<file path="src/hw/rtl/sliding_window_restart_limiter_core_assert.svh">
// ----------------------------------------------------------------------------
// restart limiter assertion macros
// clocked implication checks, disabled while the active-low reset is low
// ----------------------------------------------------------------------------
`ifndef SLIDING_WINDOW_RESTART_LIMITER_CORE_ASSERT_SVH
`define SLIDING_WINDOW_RESTART_LIMITER_CORE_ASSERT_SVH

`ifndef ASSERT_OFF
`define SWRL_ASSERT_SAME(lbl, clk, rst_n, ante, cons) \
    lbl: assert property (@(posedge clk) disable iff (!rst_n) (ante) |-> (cons)) \
        else $error("assertion failed");
`define SWRL_ASSERT_NEXT(lbl, clk, rst_n, ante, cons) \
    lbl: assert property (@(posedge clk) disable iff (!rst_n) (ante) |=> (cons)) \
        else $error("assertion failed");
`else
`define SWRL_ASSERT_SAME(lbl, clk, rst_n, ante, cons)
`define SWRL_ASSERT_NEXT(lbl, clk, rst_n, ante, cons)
`endif

`endif

</file>
<file path="src/hw/rtl/swrl_pkg.sv">
// ----------------------------------------------------------------------------
// restart limiter package
// sizes, register codes, controller states and command/status types
// ----------------------------------------------------------------------------
`default_nettype none

package swrl_pkg;

    localparam int CHANNELS  = 256;
    localparam int LOG_DEPTH = 8;

    localparam int CH_FIELD_W = 8;
    localparam int NOW_W      = 32;
    localparam int WIN_W      = 16;
    localparam int LIM_W      = 4;
    localparam int OUT_CNT_W  = 4;

    localparam int CH_EXT_W = 13;
    localparam int CH_W     = (CHANNELS > 1) ? $clog2(CHANNELS) : 1;
    localparam int LD_W     = (LOG_DEPTH > 1) ? $clog2(LOG_DEPTH) : 1;
    localparam int CNT_W    = $clog2(LOG_DEPTH + 1);
    localparam int CMP_W    = (CNT_W > LIM_W) ? CNT_W : LIM_W;
    localparam int ADDR_W   = CH_W + LD_W;

    localparam int CFG_IDX_W  = 2;
    localparam int CFG_DATA_W = 16;

    localparam logic [CFG_IDX_W-1:0] REG_WINDOW = 2'd0;
    localparam logic [CFG_IDX_W-1:0] REG_LIMIT  = 2'd1;

    localparam logic [WIN_W-1:0] WINDOW_RESET = 16'd30;
    localparam logic [LIM_W-1:0] LIMIT_RESET  = 4'd5;

    typedef enum logic [2:0] {
        ST_IDLE,
        ST_CNT_RD,
        ST_CNT_TAKE,
        ST_SCAN,
        ST_FIN
    } t_state;

    typedef struct packed {
        logic idle;
        logic load;
        logic cnt_rd;
        logic cnt_take;
        logic scan;
        logic fin;
    } t_cmd;

    typedef struct packed {
        logic scan_done;
        logic out_free;
    } t_sts;

endpackage

`default_nettype wire

</file>
<file path="src/hw/rtl/swrl_ctrl.sv">
// ----------------------------------------------------------------------------
// restart limiter controller
// sequences count read, log scan and final update for one request
// ----------------------------------------------------------------------------
`default_nettype none

module swrl_ctrl (
    input  wire logic          i_clk,
    input  wire logic          i_rst_n,
    input  wire logic          i_accept,
    input  wire swrl_pkg::t_sts i_sts,
    output swrl_pkg::t_cmd     o_cmd
);
    import swrl_pkg::*;

    t_state r_state;
    t_state n_state;

    always_ff @(posedge i_clk) begin
        if (!i_rst_n) begin
            r_state <= ST_IDLE;
        end else begin
            r_state <= n_state;
        end
    end

    always_comb begin
        n_state = r_state;
        unique case (r_state)
            ST_IDLE: begin
                if (i_accept) n_state = ST_CNT_RD;
            end
            ST_CNT_RD:   n_state = ST_CNT_TAKE;
            ST_CNT_TAKE: n_state = ST_SCAN;
            ST_SCAN: begin
                if (i_sts.scan_done) n_state = ST_FIN;
            end
            ST_FIN: begin
                if (i_sts.out_free) n_state = ST_IDLE;
            end
            default: n_state = ST_IDLE;
        endcase
    end

    always_comb begin
        o_cmd = '0;
        unique case (r_state)
            ST_IDLE: begin
                o_cmd.idle = 1'b1;
                o_cmd.load = i_accept;
            end
            ST_CNT_RD:   o_cmd.cnt_rd   = 1'b1;
            ST_CNT_TAKE: o_cmd.cnt_take = 1'b1;
            ST_SCAN:     o_cmd.scan     = 1'b1;
            ST_FIN:      o_cmd.fin      = i_sts.out_free;
            default:     o_cmd = '0;
        endcase
    end

endmodule

`default_nettype wire

</file>
<file path="config.mk">
export PLATFORM = sky130hd
export DESIGN_NAME = swrl_ctrl
export DESIGN_NICKNAME = d
export VERILOG_FILES = /design/src/hw/rtl/sliding_window_restart_limiter_core_assert.svh /design/src/hw/rtl/swrl_pkg.sv /design/src/hw/rtl/swrl_ctrl.sv
export SDC_FILE = /design/constraint.sdc
export NUM_CORES = 1
export LEC_CHECK = 0
export BUFFER_PORTS_ARGS = -buffer_cell sky130_fd_sc_hd__buf_2
export CAP_MARGIN = 10
export CELL_PAD_IN_SITES_DETAIL_PLACEMENT = 1
export CELL_PAD_IN_SITES_GLOBAL_PLACEMENT = 2
export CORE_AREA = 2 2 39 41
export DETAILED_ROUTE_END_ITERATION = 8
export DIE_AREA = 0 0 41 43
export GPL_ROUTABILITY_DRIVEN = 0
export GPL_TIMING_DRIVEN = 1
export PLACE_DENSITY = 0.51
export RECOVER_POWER = 25
export SYNTH_ARGS = -nofsm -noshare
export SYNTH_HDL_FRONTEND = slang
export SYNTH_SLANG_ARGS = --single-unit
</file>
<file path="constraint.sdc">
create_clock -name i_clk -period 1.62 [get_ports i_clk]
set_input_delay 0.324 -clock i_clk [delete_from_list [all_inputs] [get_ports i_clk]]
set_output_delay 0.324 -clock i_clk [all_outputs]
set_load 0.02 [all_outputs]
</file>
==> key figures, run 1 <==
Outcome
  – Status: finished clean

Critical path
  – Startpoint Class: flip-flop
  – Crit Path Max Fanout: 10
  – Worst R2R Start: r_state[1]
  – Required time of the critical path: 1.30 ns
  – Setup crit end kind: output pin
  – Flop2flop setup slack: 0.49 ns
  – Slowest CP cell: dfxtp_1
  – CP Buf/Inv Count: 1
  – FF-to-FF path depth: 2
  – Crit path launch: r_state[1]
  – Critical Path AT: 1.15 ns
  – Max incr delay on CP: 0.38 ns
  – Cells along the critical path: nor3_1, and2_1, buf_2
  – CP Depth: 3
  – Kind of critical path: flip-flop to output pin
  – Crit path to: o_cmd[4]
  – Reg-to-reg endpoint: r_state[2]
  – Crit-path leading delay family: simple AND/OR/NAND/NOR gates

Layout
  – Largest regs: r_state x3
  – Largest reg by FF count: r_state
  – Post-layout util: 0.193
  – Multi-input logic area: 111 µm²
  – Layout area overhead: 46.6%
  – Share of layout cells above drive strength 1: 0.455
  – Max reg flops: 3
  – Final nets: 39
  – Final Non-Filler Cells: 49
  – Post-route cell area: 268 µm²
  – # fillers: 183
  – N_diodes: 0
  – Sequential cell area: 60.1 µm²

Synthesis
  – Mapped Nets: 25
  – Multiplexer share of the synthesized area: 0
  – Share of the synthesized area in the top cell type: 0.329
  – Register bit total from synthesis: 3
  – YS warnings: 0
  – Compound-Gate Fraction of Synth Area: 0.110
  – Synth area leader: dfxtp_1
  – Simple-gate area share of the yosys netlist: 0.500
  – Synth Area in Adders: 0
  – Post-Syn Area per Cell: 9.13 µm²
  – Combinational family with the most area after synthesis: simple AND/OR/NAND/NOR gates
  – Dominant cells by area after synthesis: dfxtp_1, nor3b_1, buf_6
  – Cell count after synthesis: 20
  – Number of synthesized flops with an enable pin: 0
  – Most frequent cell after synthesis: dfxtp_1
  – Cell Area, Synth: 183 µm²
  – Xor/xnor cell area share of the yosys netlist: 0
  – Most common library cells after synthesis: dfxtp_1, nor3_1, nor3b_1
  – Synth async-reset ratio: 0
  – Sequential share of the synthesized area: 0.329
  – Yosys cell types: 16
  – Ys flop type: dfxtp_1

STA
  – Final Setup Violations: 0
  – Max Transition Viols Final: 0
  – Final Hold Viols: 0
  – Crit path time final: 1.47 ns
  – Layout Skew: 0.00320 ns
  – Fmax achieved: 0.681 GHz
  – Post-route setup slack: 0.151 ns
  – Measured slew at the worst slew-check pin: 0.297 ns
  – Period utilization: 0.907
  – Max-slew headroom at the worst pin: 0.802
  – Fin Setup TNS: 0 ns
  – Unrepaired setup endpoints after global routing: no
  – WHS: 0.354 ns

Routing
  – Total Wirelength: 458 µm
  – Vias post-DR: 188
  – # DRC: 0
  – Pre-antenna DRT Iters: 3
  – Drt wl/cell: 9.35 µm
  – Number of vias per cell: 3.84
  – Final ANT Viol Nets: 0
  – Initial DRC count: 2

Global route
  – Initial antenna violation count: 0
  – Total global routing overflow: 0
  – GRT Total Usage: 0.0673
  – First-pass GRT wire length: 800 µm
  – Vias in the first global route: 209
  – Largest net degree at the start of global routing: 11

CTS
  – Clock slew seen by the registers of the worst setup and hold paths: 0.04 ns
  – TritonCTS buffer count: 3
  – CTS Buffer Depth: 2
  – Root buffer cell: clkbuf_4
  – Htree depth: 1
  – CTS Hold Buffers Added: 0
  – Post-cts resize count: 0
  – Clock sink count: 3
  – CTS tree: yes
  – Post-CTS Setup Bufs: 0
  – Clock latency on the worst-skew pair: 0.23 ns

Worst hold path
  – Worst hold path type: primary input to flip-flop
  – Hold path start: i_rst_n

Run
  – MaxCap Viol Count: 0

Pwr
  – Total power: 0.281 mW
  – P per Cell Area: 1050 mW/mm²
  – Static Leakage: 0.126 nW
  – VDD IR-drop max: 0.118 mV

Placed design
  – Pre-CTS setup slack: 0.388 ns
  – Dpl cell area: 241 µm²
  – Placed Cells: 45
  – Detailed placement HPWL: 360 µm
  – Count of input and output buffers: 10

Die
  – Chip height: 43 µm
  – Initial Util: 0.132
  – Core area: 0.00138 mm²
  – # rows: 14
  – Die width: 41 µm
  – Die area: 0.00176 mm²
  – IO Count: 11
==> where the power goes <==
group          switching, mW  internal, mW  total [mW]
Clock                 0.0367        0.0922       0.129
Combinational         0.0337        0.0264      0.0600
Sequential            0.0123        0.0802      0.0926
Total                 0.0827         0.199       0.281
==> metal layers <==
layer	global-route usage	wire (µm)	vias to the layer above
met1	0.0932	216	86
met3	0	1	0
li1	-	-	100
met5	0	0	-
met4	0.0800	0	0
met2	0.0813	240	2
==> kinds of logic (layout without fill, tap and decap cells) <==
| family | Yosys count | in the layout |
|---|---|---|
| AOI/OAI and AO/OA | 3 | 3 |
| buffers and inverters | 1 | 14 |
| DFF | 3 | 3 |
| and+or+nand+nor | 13 | 13 |
==> cell usage in the layout, fill, tap and decap left out, types with 2 or more instances in the layout <==
cell type / count
buf_2: 10
clkbuf_4: 3
dfxtp_1: 3
nor3_1: 2
nor3b_1: 2
==> cell type report <==
type                            instances  area share
Timing Repair Buffer                   10       0.187
Clock buffer                            4      0.0981
Sequential cell                         3       0.224
Tap cell                               16      0.0748
Multi-Input combinational cell         16       0.416
==> worst min-delay path by stage <==
| stage | slack, ns | to | cells after the start |
|---|---|---|---|
| global route | 0.36 | r_state[2] | 2 |
| global placement | 0.59 | r_state[2] | 2 |
| CTS | 0.35 | r_state[2] | 2 |
| detailed placement | 0.60 | r_state[2] | 2 |
| floorplan | 0.48 | r_state[2] | 1 |
| finish | 0.35 | r_state[2] | 2 |
Note: power is estimated with default switching activity, not from simulation.
==> inputs of run 2 (changes only) <==
--- a/config.mk
+++ b/config.mk
@@ -15,7 +15,7 @@
 export GPL_ROUTABILITY_DRIVEN = 0
 export GPL_TIMING_DRIVEN = 1
 export PLACE_DENSITY = 0.51
-export RECOVER_POWER = 25
+export RECOVER_POWER = 50
 export SYNTH_ARGS = -nofsm -noshare
 export SYNTH_HDL_FRONTEND = slang
 export SYNTH_SLANG_ARGS = --single-unit
==> run 2 against run 1 <==
  * Cell area is 0.47% lower
  * Largest cell class unchanged
  * Via count is 1.6% higher
  * Highest routed layer unchanged
  * Register-to-register slack got worse by 0.02 ns
  * Fmax rose by 0.20%
  * Sequential share of layout area rose by 0.11 points
  * Clock-buffer cell count unchanged
  * Non-clock buffer count did not move
==> key figures, run 2 (same netlist as run 1, synthesis figures left out) <==
Outcome
  – Status: finished clean

Layout
  – Layout area overhead: 45.9%
  – Max reg flops: 3
  – Multi-input logic area: 111 µm²
  – # fillers: 184
  – Share of layout cells above drive strength 1: 0.424
  – Sequential cell area: 60.1 µm²
  – N_diodes: 0
  – Post-layout util: 0.193
  – Largest reg by FF count: r_state
  – Commonest non-fill, non-tap cell in the layout: buf_2
  – Final nets: 39
  – Most frequent cells in the layout: buf_2, clkbuf_4, dfxtp_1
  – Post-route cell area: 267 µm²
  – Largest regs: r_state x3

STA
  – Layout Skew: 0.00335 ns
  – Fmax achieved: 0.682 GHz
  – Measured slew at the worst slew-check pin: 0.294 ns
  – Crit path time final: 1.47 ns
  – Max Transition Viols Final: 0
  – Final Hold Viols: 0
  – Fin Setup TNS: 0 ns
  – Final Setup Violations: 0
  – Period utilization: 0.905
  – WHS: 0.359 ns
  – Max-slew headroom at the worst pin: 0.804
  – Unrepaired setup endpoints after global routing: no

Critical path
  – Slowest CP cell: dfxtp_1
  – Flop2flop setup slack: 0.47 ns
  – Crit Path Max Fanout: 10
  – Crit-path leading delay family: flip-flops
  – Required time of the critical path: 1.30 ns
  – CP Buf/Inv Count: 1
  – Startpoint Class: flip-flop
  – Cells along the critical path: nor3_1, and2_1, buf_2
  – Kind of critical path: flip-flop to output pin
  – Critical Path AT: 1.14 ns
  – Setup crit end kind: output pin
  – Max incr delay on CP: 0.38 ns

Placed design
  – Count of input and output buffers: 10
  – Detailed placement HPWL: 360 µm
  – Dpl cell area: 241 µm²

CTS
  – CTS tree: yes
  – Clock slew seen by the registers of the worst setup and hold paths: 0.04 ns
  – Post-CTS Setup Bufs: 0
  – Htree depth: 1
  – CTS Hold Buffers Added: 0
  – Clock latency on the worst-skew pair: 0.23 ns
  – Clock sink count: 3
  – Root buffer cell: clkbuf_4
  – TritonCTS buffer count: 3
  – CTS Buffer Depth: 2
  – Post-cts resize count: 0

Routing
  – Pre-antenna DRT Iters: 3
  – Vias post-DR: 191
  – Final ANT Viol Nets: 0
  – Initial DRC count: 2
  – Number of vias per cell: 3.90
  – Drt wl/cell: 9.24 µm
  – Total Wirelength: 453 µm
  – # DRC: 0

Run
  – MaxCap Viol Count: 0

Die
  – # rows: 14
  – Chip height: 43 µm
  – Die area: 0.00176 mm²
  – Core area: 0.00138 mm²
  – IO Count: 11
  – Initial Util: 0.132
  – Die width: 41 µm

Global route
  – Total global routing overflow: 0
  – Initial antenna violation count: 0
  – GRT Total Usage: 0.0673
  – Largest net degree at the start of global routing: 11
  – Vias in the first global route: 209
  – First-pass GRT wire length: 800 µm

Worst hold path
  – Worst hold path type: primary input to flip-flop

Pwr
  – P per Cell Area: 1050 mW/mm²
  – Static Leakage: 0.123 nW
  – VDD IR-drop max: 0.118 mV
[run 2: cell count changes in the layout (fill, tap and decap cells not counted), sizes merged]
cell	before	now
buf	10	9
clkbuf	4	5
[run 2: worst paths after layout]
check / start / end / depth (start not counted)
max: r_state[1] / o_cmd[4] / 3
min reg2reg: r_state[0] / r_state[2] / 2
min: i_rst_n / r_state[2] / 2
max reg2reg: r_state[1] / r_state[2] / 2
[run 2: final cells by class]
cell class                      count  area share
Tap cell                           16      0.0751
Multi-Input combinational cell     16       0.418
Clock buffer                        4      0.0986
Timing Repair Buffer               10       0.183
Sequential cell                     3       0.225
[run 2: report_power, final]
group	leakage (nW)	internal, mW	switching (mW)
logic	0.0837	0.0251	0.0336
clock network	0.0150	0.0922	0.0368
registers	0.0247	0.0802	0.0123
total	0.123	0.198	0.0827
[run 2: layer usage]
metal	vias to the layer above	track usage	wire length, µm
met3	0	0	1
met4	0	0.0800	0
met5	-	0	0
li1	101	-	-
met1	88	0.0932	212
met2	2	0.0813	239
[run 2: metrics by stage]
stage	total power [mW]	setup WS [ns]	cells
after floorplan	0.135	0.0307	20
after global placement	0.154	0.398	45
after detailed placement	0.155	0.388	45
after CTS	0.291	0.129	49
after global routing	0.303	0.0295	49
final	0.280	0.154	49
